===== src/sv/ets_pkg.sv =====
`timescale 1ns / 1ps

package ets_pkg;

   // table geometry
   localparam int TABLE_DEPTH = 64;
   localparam int IDX_W       = (TABLE_DEPTH > 1) ? $clog2(TABLE_DEPTH) : 1;
   // wide enough for frame numbers, lengths and the depth itself (up to 511)
   localparam int LEN_W       = 9;
   localparam int FRAME_W     = 7;
   localparam int ENTRY_W     = 16;
   localparam int CSR_IDX_W   = 3;
   localparam int CSR_DATA_W  = 7;

   // action codes of an input word
   typedef enum logic [2:0] {
      ACT_TICK      = 3'd0,
      ACT_WRITE     = 3'd1,
      ACT_LOOP_NOTE = 3'd2,
      ACT_ONCE_NOTE = 3'd3,
      ACT_RELEASE   = 3'd4,
      ACT_PERC      = 3'd5,
      ACT_SILENCE   = 3'd6
   } action_type;

   // configuration register indexes
   typedef enum logic [CSR_IDX_W-1:0] {
      CSR_ENVELOPE_LENGTH  = 3'd0,
      CSR_SUSTAIN_START    = 3'd1,
      CSR_RELEASE_START    = 3'd2,
      CSR_DIST_LOW_NOTES   = 3'd3,
      CSR_DIST_HIGH_NOTES  = 3'd4
   } csr_index_type;

   // play mode, one-hot
   typedef enum logic [3:0] {
      MODE_SILENT = 4'b0001,
      MODE_LOOP   = 4'b0010,
      MODE_ONCE   = 4'b0100,
      MODE_PERC   = 4'b1000
   } play_mode_type;

   typedef struct packed {
      logic [2:0]        action;
      logic [5:0]        note;
      logic [5:0]        entry_index;
      logic signed [7:0] entry_frequency;
      logic [3:0]        entry_volume;
      logic [3:0]        entry_distortion;
   } req_word_type;

   typedef struct packed {
      logic [3:0] distortion_out;
      logic [7:0] frequency_out;
      logic [3:0] volume_out;
   } rsp_word_type;

   // what the control stage hands to the result stage for one accepted word
   typedef struct packed {
      logic       result;     // word gives a result
      logic       silent;     // result is all zeros
      logic       perc;       // take distortion and frequency from the frame
      logic [3:0] note_dist;  // note distortion
      logic [4:0] fold;       // note folded to 0..31
   } issue_type;

endpackage


===== src/sv/ets_table_mem.sv =====
`timescale 1ns / 1ps

module ets_table_mem (
   input  logic                              clock,
   input  logic                              wr_en,
   input  logic [ets_pkg::IDX_W-1:0]         wr_addr,
   input  logic [ets_pkg::ENTRY_W-1:0]       wr_data,
   input  logic                              rd_en,
   input  logic [ets_pkg::IDX_W-1:0]         rd_addr,
   output logic [ets_pkg::ENTRY_W-1:0]       rd_data
);

   logic [ets_pkg::ENTRY_W-1:0] table_mem [ets_pkg::TABLE_DEPTH];
   logic [ets_pkg::ENTRY_W-1:0] rd_data_ff;

   // write port
   always_ff @(posedge clock) begin
      if (wr_en) begin
         table_mem[wr_addr] <= wr_data;
      end
   end

   // read port, data held until the next enabled read
   always_ff @(posedge clock) begin
      if (rd_en) begin
         rd_data_ff <= table_mem[rd_addr];
      end
   end

   assign rd_data = rd_data_ff;

endmodule


===== src/sv/ets_ctrl.sv =====
`timescale 1ns / 1ps

module ets_ctrl (
   input  logic                                clock,
   input  logic                                reset,
   input  logic                                accept,
   input  ets_pkg::req_word_type               req_word,
   input  logic                                csr_write,
   input  logic [ets_pkg::CSR_IDX_W-1:0]       csr_index,
   input  logic [ets_pkg::CSR_DATA_W-1:0]      csr_data,
   output logic                                mem_wr_en,
   output logic [ets_pkg::IDX_W-1:0]           mem_wr_addr,
   output logic [ets_pkg::ENTRY_W-1:0]         mem_wr_data,
   output logic                                mem_rd_en,
   output logic [ets_pkg::IDX_W-1:0]           mem_rd_addr,
   output ets_pkg::issue_type                  issue
);

   logic [6:0] env_len_ff;
   logic [5:0] sustain_ff;
   logic [6:0] release_ff;
   logic [3:0] dist_low_ff;
   logic [3:0] dist_high_ff;

   ets_pkg::play_mode_type             mode_ff, mode_in;
   logic [ets_pkg::FRAME_W-1:0]        frame_ff, frame_in;
   logic [5:0]                         note_ff, note_in;

   logic [ets_pkg::LEN_W-1:0]          len_raw;
   logic [ets_pkg::LEN_W-1:0]          len_eff;
   logic [ets_pkg::LEN_W-1:0]          frame_ext;
   logic [ets_pkg::LEN_W-1:0]          eidx_ext;
   logic [ets_pkg::FRAME_W-1:0]        frame_inc;
   logic                               in_range;

   // configuration registers
   always_ff @(posedge clock) begin
      if (reset) begin
         env_len_ff   <= 7'd1;
         sustain_ff   <= 6'd0;
         release_ff   <= 7'd1;
         dist_low_ff  <= 4'd0;
         dist_high_ff <= 4'd0;
      end else if (csr_write) begin
         unique case (csr_index)
            ets_pkg::CSR_ENVELOPE_LENGTH: env_len_ff   <= csr_data[6:0];
            ets_pkg::CSR_SUSTAIN_START:   sustain_ff   <= csr_data[5:0];
            ets_pkg::CSR_RELEASE_START:   release_ff   <= csr_data[6:0];
            ets_pkg::CSR_DIST_LOW_NOTES:  dist_low_ff  <= csr_data[3:0];
            ets_pkg::CSR_DIST_HIGH_NOTES: dist_high_ff <= csr_data[3:0];
            default: ;
         endcase
      end
   end

   // length capped at the table depth
   assign len_raw   = ets_pkg::LEN_W'(env_len_ff);
   assign len_eff   = (len_raw > ets_pkg::LEN_W'(ets_pkg::TABLE_DEPTH)) ?
                      ets_pkg::LEN_W'(ets_pkg::TABLE_DEPTH) : len_raw;
   assign frame_ext = ets_pkg::LEN_W'(frame_ff);
   assign eidx_ext  = ets_pkg::LEN_W'(req_word.entry_index);
   assign frame_inc = frame_ff + 7'd1;
   assign in_range  = frame_ext < len_eff;

   // table write and frame read
   assign mem_wr_en   = accept && (req_word.action == ets_pkg::ACT_WRITE) &&
                        (eidx_ext < ets_pkg::LEN_W'(ets_pkg::TABLE_DEPTH));
   assign mem_wr_addr = eidx_ext[ets_pkg::IDX_W-1:0];
   assign mem_wr_data = {req_word.entry_distortion, req_word.entry_volume,
                         req_word.entry_frequency};
   assign mem_rd_addr = frame_ext[ets_pkg::IDX_W-1:0];

   // next play state and the result hand-off
   always_comb begin
      mode_in     = mode_ff;
      frame_in    = frame_ff;
      note_in     = note_ff;
      mem_rd_en   = 1'b0;
      issue.result    = 1'b0;
      issue.silent    = (mode_ff == ets_pkg::MODE_SILENT);
      issue.perc      = (mode_ff == ets_pkg::MODE_PERC);
      issue.note_dist = note_ff[5] ? dist_high_ff : dist_low_ff;
      issue.fold      = note_ff[4:0];
      if (accept) begin
         unique case (req_word.action)
            ets_pkg::ACT_TICK: begin
               if (mode_ff == ets_pkg::MODE_SILENT) begin
                  issue.result = 1'b1;
               end else if (!in_range) begin
                  mode_in = ets_pkg::MODE_SILENT;
               end else begin
                  issue.result = 1'b1;
                  mem_rd_en    = 1'b1;
                  frame_in     = frame_inc;
                  if (mode_ff != ets_pkg::MODE_PERC) begin
                     priority if (mode_ff != ets_pkg::MODE_ONCE && frame_inc == release_ff) begin
                        frame_in = {1'b0, sustain_ff};
                     end else if (ets_pkg::LEN_W'(frame_inc) == len_eff) begin
                        mode_in = ets_pkg::MODE_SILENT;
                     end else begin
                        // carry on to the next frame
                        frame_in = frame_inc;
                     end
                  end
               end
            end
            ets_pkg::ACT_LOOP_NOTE, ets_pkg::ACT_ONCE_NOTE: begin
               note_in  = req_word.note;
               frame_in = '0;
               mode_in  = (req_word.action == ets_pkg::ACT_LOOP_NOTE) ?
                          ets_pkg::MODE_LOOP : ets_pkg::MODE_ONCE;
            end
            ets_pkg::ACT_RELEASE: begin
               if (mode_ff == ets_pkg::MODE_LOOP || mode_ff == ets_pkg::MODE_ONCE) begin
                  frame_in = release_ff;
               end
            end
            ets_pkg::ACT_PERC: begin
               frame_in = '0;
               mode_in  = ets_pkg::MODE_PERC;
            end
            ets_pkg::ACT_SILENCE: begin
               mode_in = ets_pkg::MODE_SILENT;
            end
            default: ;
         endcase
      end
   end

   always_ff @(posedge clock) begin
      if (reset) begin
         mode_ff  <= ets_pkg::MODE_SILENT;
         frame_ff <= '0;
         note_ff  <= '0;
      end else begin
         mode_ff  <= mode_in;
         frame_ff <= frame_in;
         note_ff  <= note_in;
      end
   end

endmodule


===== src/sv/ets_result.sv =====
`timescale 1ns / 1ps

module ets_result (
   input  logic                           clock,
   input  logic                           reset,
   input  logic                           accept,
   input  ets_pkg::issue_type             issue,
   input  logic [ets_pkg::ENTRY_W-1:0]    rd_data,
   output logic                           s1_free,
   output logic                           rsp_valid,
   input  logic                           rsp_ready,
   output ets_pkg::rsp_word_type          rsp_word
);

   logic                    s1_valid_ff, s1_valid_in;
   ets_pkg::issue_type      s1_ff;
   logic                    rsp_valid_ff, rsp_valid_in;
   ets_pkg::rsp_word_type   rsp_word_ff, rsp_word_in;
   logic                    advance;

   // read stage moves on when the output register is empty or being taken
   assign advance = s1_valid_ff && (!rsp_valid_ff || rsp_ready);
   assign s1_free = !s1_valid_ff || !rsp_valid_ff || rsp_ready;

   always_comb begin
      priority if (accept) begin
         s1_valid_in = issue.result;
      end else if (advance) begin
         s1_valid_in = 1'b0;
      end else begin
         s1_valid_in = s1_valid_ff;
      end
      priority if (advance) begin
         rsp_valid_in = 1'b1;
      end else if (rsp_ready) begin
         rsp_valid_in = 1'b0;
      end else begin
         rsp_valid_in = rsp_valid_ff;
      end
   end

   // result word from the frame just read
   always_comb begin
      rsp_word_in.volume_out = rd_data[11:8];
      if (s1_ff.perc) begin
         rsp_word_in.distortion_out = rd_data[15:12];
         rsp_word_in.frequency_out  = rd_data[7:0];
      end else begin
         rsp_word_in.distortion_out = s1_ff.note_dist;
         rsp_word_in.frequency_out  = {3'b000, s1_ff.fold} + rd_data[7:0];
      end
      if (s1_ff.silent) begin
         rsp_word_in = '0;
      end
   end

   always_ff @(posedge clock) begin
      if (reset) begin
         s1_valid_ff  <= 1'b0;
         rsp_valid_ff <= 1'b0;
      end else begin
         s1_valid_ff  <= s1_valid_in;
         rsp_valid_ff <= rsp_valid_in;
      end
   end

   always_ff @(posedge clock) begin
      if (accept) begin
         s1_ff <= issue;
      end
      if (advance) begin
         rsp_word_ff <= rsp_word_in;
      end
   end

   assign rsp_valid = rsp_valid_ff;
   assign rsp_word  = rsp_word_ff;

endmodule


===== src/sv/envelope_table_sequencer_unit.sv =====
`timescale 1ns / 1ps

// Envelope table sequencer: plays one voice frame by frame from a 64-entry
// table held in a synchronous RAM. A new word can follow an accepted one in
// the next cycle while the result stage is free or being drained. A tick
// gives its distortion, frequency and volume word on rsp_ via the table read
// register and the output register (a tick past the end gives none); other
// actions give no result. Only output back-pressure stalls req_ready, since
// the read stage then holds its RAM data. The table has no reset: frames
// must be written before a note or percussion sound reaches them. The user
// must write configuration registers while the block is idle; not enforced.
module envelope_table_sequencer_unit (
   input  logic                              clock,
   input  logic                              reset,
   input  logic                              req_valid,
   output logic                              req_ready,
   input  ets_pkg::req_word_type             req_word,
   output logic                              rsp_valid,
   input  logic                              rsp_ready,
   output ets_pkg::rsp_word_type             rsp_word,
   input  logic                              csr_write,
   input  logic [ets_pkg::CSR_IDX_W-1:0]     csr_index,
   input  logic [ets_pkg::CSR_DATA_W-1:0]    csr_data
);

   logic                            accept;
   logic                            s1_free;
   logic                            mem_wr_en;
   logic [ets_pkg::IDX_W-1:0]       mem_wr_addr;
   logic [ets_pkg::ENTRY_W-1:0]     mem_wr_data;
   logic                            mem_rd_en;
   logic [ets_pkg::IDX_W-1:0]       mem_rd_addr;
   logic [ets_pkg::ENTRY_W-1:0]     mem_rd_data;
   ets_pkg::issue_type              issue;

   assign req_ready = s1_free;
   assign accept    = req_valid && s1_free;

   ets_ctrl u_ctrl (
      .clock       (clock),
      .reset       (reset),
      .accept      (accept),
      .req_word    (req_word),
      .csr_write   (csr_write),
      .csr_index   (csr_index),
      .csr_data    (csr_data),
      .mem_wr_en   (mem_wr_en),
      .mem_wr_addr (mem_wr_addr),
      .mem_wr_data (mem_wr_data),
      .mem_rd_en   (mem_rd_en),
      .mem_rd_addr (mem_rd_addr),
      .issue       (issue)
   );

   ets_table_mem u_mem (
      .clock   (clock),
      .wr_en   (mem_wr_en),
      .wr_addr (mem_wr_addr),
      .wr_data (mem_wr_data),
      .rd_en   (mem_rd_en),
      .rd_addr (mem_rd_addr),
      .rd_data (mem_rd_data)
   );

   ets_result u_result (
      .clock     (clock),
      .reset     (reset),
      .accept    (accept),
      .issue     (issue),
      .rd_data   (mem_rd_data),
      .s1_free   (s1_free),
      .rsp_valid (rsp_valid),
      .rsp_ready (rsp_ready),
      .rsp_word  (rsp_word)
   );

endmodule


===== config.mk =====
export PLATFORM = sky130hd
export DESIGN_NAME = envelope_table_sequencer_unit
export DESIGN_NICKNAME = d
export VERILOG_FILES = /design/src/sv/ets_pkg.sv /design/src/sv/ets_table_mem.sv /design/src/sv/ets_ctrl.sv /design/src/sv/ets_result.sv /design/src/sv/envelope_table_sequencer_unit.sv
export SDC_FILE = /design/constraint.sdc
export NUM_CORES = 1
export LEC_CHECK = 0
export ABC_AREA = 1
export BUFFER_PORTS_ARGS = -buffer_cell sky130_fd_sc_hd__buf_4
export CAP_MARGIN = 10
export CORE_ASPECT_RATIO = 0.9
export CORE_UTILIZATION = 23
export CTS_CLUSTER_SIZE = 30
export DETAILED_ROUTE_END_ITERATION = 8
export SYNTH_ARGS = -nofsm -noshare
export SYNTH_HDL_FRONTEND = slang
export SYNTH_SLANG_ARGS = --single-unit

===== constraint.sdc =====
create_clock -name clock -period 3.07 [get_ports clock]
set_clock_uncertainty 0.05 [all_clocks]
set_input_delay 0.307 -clock clock [delete_from_list [all_inputs] [get_ports clock]]
set_output_delay 0.307 -clock clock [all_outputs]
set_load 0.01 [all_outputs]

======== Word level (Yosys, flattened, before mapping) ========
Memory sizes are Yosys's and may differ from the RTL's. A register that Yosys moved wholly into a read port is not among the register bits.
Index checks and enable logic that the tools add are counted.
word-level totals
  flip-flop bits (word level) ............. 74
  bits in writable memories ............... 1024
  input bits .............................. 46
  output and inout bits ................... 18
  logic and storage cells ................. 102
  memories kept ........................... 1
memory list
  name             words  width  rd ports  clocked after Yosys merged registers in  write ports  RTL line             text
  u_mem.table_mem  64     16     1         1                                        1            ets_table_mem.sv:13  logic [ets_pkg::ENTRY_W-1:0] table_mem [ets_pkg::TABLE_DEPTH];
cells by class
  add/sub/neg operators ................... 2
  magnitude comparators ................... 3
  equality and inequality tests ........... 24
  mux-type cells .......................... 28
  reduce and logical (&&, ||, !) cells .... 27
operators with widths
  cell                                                        number
  two-way mux 7 bit                                           6
  two-way mux 4 bit                                           6
  one-hot mux 7 bit (3 select lines)                          1
  one-hot mux 4 bit (4 select lines)                          1
  equality test 3 x 2 -> 1 bit, second input constant         4
  equality test 3 bit, second input constant                  4
  two-way mux 1 bit                                           12
  two-way mux 12 bit                                          1
  AND reduction 2 bit                                         6
  equality test 7 x 9 -> 1 bit                                1
  less-than comparator 7 x 9 -> 1 bit                         1
  != test 3 bit, second input constant                        3
  adder 5 x 8 -> 8 bit                                        1
  adder 7 x 1 -> 7 bit, second input constant                 1
  equality test 7 bit                                         1
  greater-than comparator 7 bit, second input constant        1
  less-than comparator 6 x 7 -> 1 bit, second input constant  1
  equality test 3 x 1 -> 1 bit, second input constant         2
  zero test 3 bit                                             2
  AND reduction 6 bit                                         1
  logical AND 1 bit                                           5
  AND reduction 5 bit                                         1
  equality test 4 x 1 -> 1 bit, second input constant         1
  equality test 4 x 2 -> 1 bit, second input constant         1
  other kinds (14)                                            20

======== Depth between registers and ports, before layout ========
Gate-level depths: netlist of the first run.
  depth in word-level cells ............... 9
  gate-level depth with buffers ........... 19
  depth with buffers taken out ............ 18

======== Cells and area by module ========
Synthesis of the first run repeated with hierarchy kept, for this count alone.
second synthesis, totals
  cell total of the unflattened synthesis .. 4081
  area total of the unflattened synthesis .. 46563.4 sq um
modules (own cells, without submodules)
  module                         instances  cells an instance  area each (sq um)  sequential area each (sq um)
  ets_table_mem                  1          3517               42259.3            31230.0
  ets_ctrl                       1          431                2936.6             900.9
  ets_result                     1          131                1360.1             850.8
  envelope_table_sequencer_unit  1          2                  7.5                0.0

======== Worst setup path before layout of the first run ========
OpenSTA, ideal clock, no wires.
  kind .................................... reg2reg
  start point ............................. reg u_ctrl.frame_ff[0] (netlist name)
  end point ............................... reg u_mem.rd_data_ff, in the netlist u_mem.rd_data[0] (read register of u_mem.table_mem), enable pin
  arrival ................................. 2.803 ns
  data required time ...................... 2.611 ns
  slack ................................... -0.192 ns
  cell stages (with the launch flop) ...... 18
  buffers on the path ..................... 3
  clock period less this slack ............ 3.262 ns
  path through ............................ dfxtp_1 inv_2 buf_2 buf_2 buf_2 ha_1 inv_1 nand3_1 nand3_1 nand2_1 nand2_1 nand2_1 nand2_1 nand2_1 nand2_1 nand2_1 nand2_1 nor3_1
between the ends
  cells in the longest elaborated chain, start to end .. 5
ends and longest elaborated chain
  element                              RTL line                             text
  from (decl)                          ets_ctrl.sv:26                       logic [ets_pkg::FRAME_W-1:0] frame_ff, frame_in;
  from (signal assigned)               ets_ctrl.sv:137                      frame_ff <= frame_in;
  less-than comparator 7 x 9 -> 1 bit  ets_ctrl.sv:63                       assign in_range = frame_ext < len_eff;
  two-way mux 1 bit                    ets_ctrl.sv:89                       end else if (!in_range) begin
  two-way mux 1 bit                    ets_ctrl.sv:87                       if (mode_ff == ets_pkg::MODE_SILENT) begin
  two-way mux 1 bit                    ets_ctrl.sv:85                       unique case (req_word.action)
  two-way mux 1 bit                    ets_ctrl.sv:84                       if (accept) begin
  via mem_rd_en                        envelope_table_sequencer_unit.sv:31  logic mem_rd_en;
  to (decl)                            ets_table_mem.sv:14                  logic [ets_pkg::ENTRY_W-1:0] rd_data_ff;
The timed path passes the listed nets, and every way through them passes these cells.
A chain may end at the register's enable or synchronous reset.

======== Worst setup path after layout of the first run ========
  start point ............................. reg u_ctrl.frame_ff[0] (netlist name)
  end point ............................... reg u_mem.rd_data_ff, in the netlist u_mem.rd_data[2] (read register of u_mem.table_mem) (data pin)
between the ends
  cells in the longest elaborated chain, start to end .. 5
ends and longest elaborated chain
  element                              RTL line
  less-than comparator 7 x 9 -> 1 bit  ets_ctrl.sv:63
  two-way mux 1 bit                    ets_ctrl.sv:89
  two-way mux 1 bit                    ets_ctrl.sv:87
  two-way mux 1 bit                    ets_ctrl.sv:85
  two-way mux 1 bit                    ets_ctrl.sv:84
Parallel ways exist; a longest one is shown, timed or not.

==> results of run 1 <==
-- per-layer routing --
metal	GRT usage [%]	wire length, µm
met4	3.70	3340
met1	19.7	59200
met5	0.522	185
met3	3.36	15600
met2	19.1	56800
-- cell usage after synthesis (all sizes together) --
master | instances | area share [%]
buf | 71 | 0.80
a21oi | 49 | 0.55
nand3b | 3 | 0.050
o22ai | 280 | 3.9
nand2 | 229 | 2.0
fa | 1 | 0.045
a21o | 2 | 0.034
nor4 | 2 | 0.028
nand4 | 27 | 0.38
o31ai | 1 | 0.017
edfxtp | 1067 | 72
dfxtp | 47 | 2.1
nor3 | 7 | 0.079
clkinv | 2 | 0.017
xor2 | 5 | 0.098
a41oi | 3 | 0.059
inv | 100 | 0.84
clkbuf | 163 | 1.4
a31oi | 15 | 0.21
o211ai | 38 | 0.64
a211oi | 2 | 0.034
o21ai | 667 | 7.5
and3 | 1 | 0.014
xnor2 | 2 | 0.039
nor2 | 713 | 6.1
or2 | 9 | 0.13
ha | 13 | 0.36
nand3 | 60 | 0.74
o21a | 1 | 0.017
-- registers in the layout, summed over array words and instances, names as in the netlist, 6 cells and up --
| name | flops |
|---|---|
| u_mem.table_mem | 1024 |
| u_mem.rd_data | 16 |
| u_result.rsp_word | 16 |
| u_result.s1_ff | 11 |
| u_ctrl.env_len_ff | 7 |
| u_ctrl.frame_ff | 7 |
| u_ctrl.release_ff | 7 |
| u_ctrl.note_ff | 6 |
| u_ctrl.sustain_ff | 6 |
-- metrics by stage --
step | setup slack (ps) | hold WS [ps]
2_1_floorplan | 296 | 356
3_3_place_gp | 138 | 362
3_5_place_dp | 150 | 367
4_1_cts | 137 | 5.04
5_1_grt | 25.3 | 113
6_report | 134 | 71.8
-- final cells by class --
class                      count  area share, %
clock inverter                54           1.12
timing repair buffer         255           4.36
tap                         2541           6.08
inverter                     102          0.760
sequential                  1114           63.1
clock buffer                 124           5.01
multi-input combinational   2130           19.6
-- critical path, cell delays in order (launching register included) --
cell	delay [ps]
dfxtp_4	430
inv_8	240
buf_12	210
buf_4	300
o21ai_0	130
o22ai_1	310
nand2_1	100
a31oi_1	550
o21ai_1	290
nand2_1	130
-- kinds of logic (layout without fill, tap and decap cells) --
group	after synthesis	count (layout)	synth area share [%]
xor gates and xnor gates	7	7	0.137
DFF	1114	1114	74.0
AOI/OAI and AO/OA	1058	1058	13.0
buffers and inverters	336	535	3.03
adders and majority gates	14	14	0.410
and+or+nand+nor	1051	1051	9.48
-- power by group --
part           internal (mW)  switching, mW  total (mW)
combinational           1.02           2.64        3.66
sequential              16.7         0.0787        16.8
clock                   6.99           5.61        12.6
-- worst paths after layout --
kind	from	end	cells after the start
hold reg to reg	u_ctrl.note_ff[3]	u_result.s1_ff[3]	0
setup reg to reg	u_ctrl.frame_ff[0]	u_mem.rd_data[2]	9
hold / removal	csr_index[1]	u_ctrl.env_len_ff[6]	4
setup / recovery	u_ctrl.frame_ff[0]	u_mem.rd_data[2]	9
-- what timing repair did --
action	CTS	global route
gates resized for setup	0	1
endpoints found under the hold margin	46	0
hold buffers	31	0
endpoints found under the setup margin	0	16
==> results.py, run 1 <==
metrics = {
    "outcome": {
        "outcome": "finished clean",
    },
    "yosys": {
        "synth_cell_type_count": 40,
        "synthCells": 3580,
        "yosys_warnings": 0,
        "syn_avg_cell_area_um2": 12.5,
        "syn-cell-area_um2": 44600,
        "syn-num-nets": 3640,
        "synth-seq-area-share_pct": 74.0,
        "synth_seq_cells": 1114,
    },
    "clock_network": {
        "cts_made_buffers": 101,
        "cts_max_level": 3,
        "root_buffer": "clkbuf_16",
        "cts_tree": "yes",
        "clock_path_buffers": 3,
        "clk_pin_slew_ps": 60,
        "clock_latency_ps": 710,
        "postCtsSetupBuffers": 0,
        "cts_sinks": 1114,
    },
    "sta": {
        "fmax_ghz": 0.341,
        "worst_pin_slew_ps": 1070,
        "slew_headroom_pct": 28.3,
        "finalHoldViolCount": 0,
        "setup_viol_count_final": 0,
        "rsz0062_at_grt": "false",
        "finalCritPeriodShare_pct": 95.6,
        "finalMaxSlewViolations": 0,
        "tns_ps": 0,
        "period_minus_slack_ps": 2940,
    },
    "finish": {
        "final_util_pct": 27.3,
        "drive_gt1_share_pct": 10.6,
        "fin_cells": 6320,
        "final_cell_mix": "edfxtp_1, nor2_1, o21ai_0, o22ai_1, nand2_1",
        "seqCellArea_um2": 33000,
        "fill_cells": 19571,
        "fin_area_um2": 52300,
        "multi_input_area_um2": 10300,
        "diodes": 0,
        "final_nets": 3764,
        "final_common_cell": "edfxtp_1",
        "syn_to_final_growth_pct": 17.3,
    },
    "routing": {
        "drc_errors": 0,
        "vias_per_cell": 4.80,
        "routed_wl_mm": 135,
        "vias": 30308,
        "drt_iter0_drc": 4825,
        "postRouteAntennaNets": 0,
        "dr.pass1.iters": 8,
        "post_drt_wl_per_cell_um": 21.4,
    },
    "place": {
        "post-place-cells": 6110,
        "place_area_um2": 48800,
        "io_buffers": 63,
        "hpwl_mm": 80.1,
        "gp_congestion": 0.895,
    },
    "worst_setup_path": {
        "critPathLaunchType": "flip-flop",
        "critical_path_class": "reg2reg",
        "reg2reg_slack_ps": 130,
        "worstPathMaxFanout": 28,
        "worstPathRequired_ps": 3580,
        "end_kind": "flip-flop",
        "arrival_ps": 3450,
    },
    "global_routing": {
        "globalRoute.totalOverflow": 0,
        "grt_pass1_wl_mm": 195,
        "grt.total_usage_pct": 13.4,
        "grt_max_degree": 129,
        "antenna_found_initial": 15,
        "grt_pass1_vias": 28416,
    },
    "floorplan": {
        "start_util_pct": 23.3,
        "io_pins": 64,
        "dieArea_um2": 196000,
        "core_um2": 192000,
        "die_w_um": 466,
        "die_h_um": 420,
        "fp-row-count": 152,
    },
    "min_path": {
        "min_path_type": "in2reg",
    },
    "power_and_ir_drop": {
        "power_mw": 33.1,
        "peakVddDrop_mv": 0.566,
        "leakage_nw": 16.9,
        "cellPowerDensity_nw_per_um2": 632,
    },
    "job": {
        "max-cap-violations": 0,
    },
}
No activity file was read; power rests on OpenSTA's default activity.
==> run 2, diff against run 1 <==
--- a/config.mk
+++ b/config.mk
@@ -11,3 +11,3 @@
 export CORE_ASPECT_RATIO = 0.9
-export CORE_UTILIZATION = 23
+export CORE_UTILIZATION = 47
 export CTS_CLUSTER_SIZE = 30
--- a/constraint.sdc
+++ b/constraint.sdc
@@ -4,2 +4,2 @@
 set_output_delay 0.307 -clock clock [all_outputs]
-set_load 0.01 [all_outputs]
+set_load 0.05 [all_outputs]
==> run 2 against run 1 <==
Final area fell by 1.0%. Clock-buffer cell count rose by 13. Largest cell class unchanged. Highest routed layer is now met4. Flip-flop and latch count did not move. Fmax fell by 0.16%. Worst setup slack got worse by 4.7 ps. Total power rose by 0.64%. Combinational power barely moved. Critical endpoint is now u_mem.rd_data[10].
==> results.py, run 2 (synthesized netlist as in run 1, its figures left out) <==
metrics = {
    "outcome": {
        "outcome": "finished clean",
    },
    "finish": {
        "multi_input_area_um2": 10300,
        "final_common_cell": "edfxtp_1",
        "final_util_pct": 55.4,
        "final_cell_mix": "edfxtp_1, nor2_1, o21ai_0, o22ai_1, nand2_1",
        "diodes": 0,
        "seqCellArea_um2": 33000,
        "final_nets": 3808,
        "drive_gt1_share_pct": 12.1,
        "largest_reg_flops": 1024,
        "syn_to_final_growth_pct": 16.1,
        "top_register": "u_mem.table_mem",
        "fin_cells": 5083,
        "fill_cells": 7678,
    },
    "floorplan": {
        "fp-row-count": 106,
        "start_util_pct": 47.7,
        "dieArea_um2": 96100,
        "die_w_um": 327,
        "die_h_um": 294,
        "core_um2": 93500,
        "io_pins": 64,
    },
    "power_and_ir_drop": {
        "p_comb_share_pct": 11.0,
        "switchingPower_mw": 8.39,
        "p_int_mw": 24.9,
        "peakVddDrop_mv": 0.467,
        "leakage_nw": 17.3,
        "swShare_pct": 25.2,
        "cellPowerDensity_nw_per_um2": 643,
        "seq_power_share_pct": 50.5,
        "pwr-share-clk_pct": 38.5,
    },
    "place": {
        "gp_congestion": 0.874,
        "post-place-cells": 4853,
        "io_buffers": 63,
        "hpwl_mm": 73.2,
    },
    "worst_setup_path": {
        "arrival_ps": 3450,
        "worstPathRequired_ps": 3580,
        "end_kind": "flip-flop",
        "rr_worst_depth": 9,
        "worstPathMaxFanout": 92,
        "critPathLaunchType": "flip-flop",
        "critical_path_class": "reg2reg",
    },
    "clock_network": {
        "cts_hold_buf": 26,
        "cts_resized": 0,
        "cts_max_level": 3,
        "cts_tree": "yes",
        "cts_made_buffers": 109,
        "clock_latency_ps": 700,
        "postCtsSetupBuffers": 0,
        "clock_path_buffers": 3,
        "cts_sinks": 1114,
        "root_buffer": "clkbuf_16",
        "clk_pin_slew_ps": 70,
    },
    "min_path": {
        "min_path_cells": 4,
        "min_path_type": "in2reg",
    },
    "routing": {
        "post_drt_wl_per_cell_um": 24.5,
        "drt_iter0_drc": 3321,
        "drc_errors": 0,
        "vias_per_cell": 5.83,
        "dr.pass1.iters": 6,
        "postRouteAntennaNets": 0,
        "routed_wl_mm": 125,
        "vias": 29618,
    },
    "global_routing": {
        "antenna_found_initial": 0,
        "grt_max_degree": 126,
        "globalRoute.totalOverflow": 0,
        "grt.total_usage_pct": 25.8,
        "grt_pass1_vias": 27920,
        "grt_pass1_wl_mm": 184,
    },
    "sta": {
        "period_minus_slack_ps": 2940,
        "fmax_ghz": 0.340,
        "finalHoldViolCount": 0,
        "slew_headroom_pct": 35.9,
        "finalMaxSlewViolations": 0,
        "worst_pin_slew_ps": 961,
        "setup_viol_count_final": 0,
        "tns_ps": 0,
        "finalCritPeriodShare_pct": 95.8,
        "rsz0062_at_grt": "false",
    },
    "job": {
        "max-cap-violations": 0,
    },
}
-- run 2: cell types whose count changed in the layout (fill, tap and decap cells not counted), moves of 3 or more --
cell / change
buf_12: +51
clkbuf_16: +9
buf_4: -8
clkinv_1: +8
clkinv_2: +8
nor2_1: -7
nor2_2: +7
bufinv_16: -6
dlygate4sd3_1: -5
clkinv_4: -4
clkinvlp_4: +4
clkbuf_1: +3
-- run 2: layout make-up --
cell class | count | share of cell area, %
flip-flops and latches | 1114 | 63.7
multi-input cells | 2130 | 19.9
repair buffers | 291 | 6.06
clock buffers | 137 | 5.57
well taps | 1242 | 3.00
clock inverters | 67 | 1.01
inverters | 102 | 0.773
-- run 2: power by group through the flow --
stage	clock network, mW	logic, mW	registers [mW]
after floorplan	0	1.97	17.1
after global placement	0	3.58	17.1
after detailed placement	0	3.60	17.1
after CTS	13.0	3.63	16.8
after global routing	13.6	3.95	16.8
final	12.8	3.66	16.8
-- run 2: final timing paths --
| check | start | to | slack [ps] |
|---|---|---|---|
| setup reg to reg | u_ctrl.frame_ff[0] | u_mem.rd_data[10] | 130 |
| hold / removal | csr_write | u_ctrl.dist_high_ff[3] | 40 |
| hold reg to reg | u_ctrl.note_ff[2] | u_result.s1_ff[2] | 380 |
| setup / recovery | u_ctrl.frame_ff[0] | u_mem.rd_data[10] | 130 |
-- run 2: per-layer routing --
metal | vias up | track usage [%] | share of wire (%)
met5 | - | 0 | 0
li1 | 13512 | - | -
met3 | 157 | 4.25 | 7.8
met2 | 1204 | 39.8 | 46
met4 | 0 | 6.38 | 2.1
met1 | 14745 | 38.2 | 44
-- run 2: per-stage QoR --
step	area, µm²	worst slack [ps]	power, mW	hold slack (ps)
finish	51800	130	33.3	44.9
global route	51800	16.6	34.3	73.2
CTS	51800	233	33.4	20.8
detailed placement	48100	251	20.7	369
global placement	48100	220	20.7	367
floorplan	44600	222	19.1	356
-- run 2: worst max-delay path, cell delays in order, from the launching register on --
cell and delay [ps]:
dfxtp_4 410, inv_8 410, buf_12 250, buf_4 190
nor2_1 60, o22ai_1 260, o21ai_0 190, o211ai_1 540
o211ai_1 160, nand2_1 90
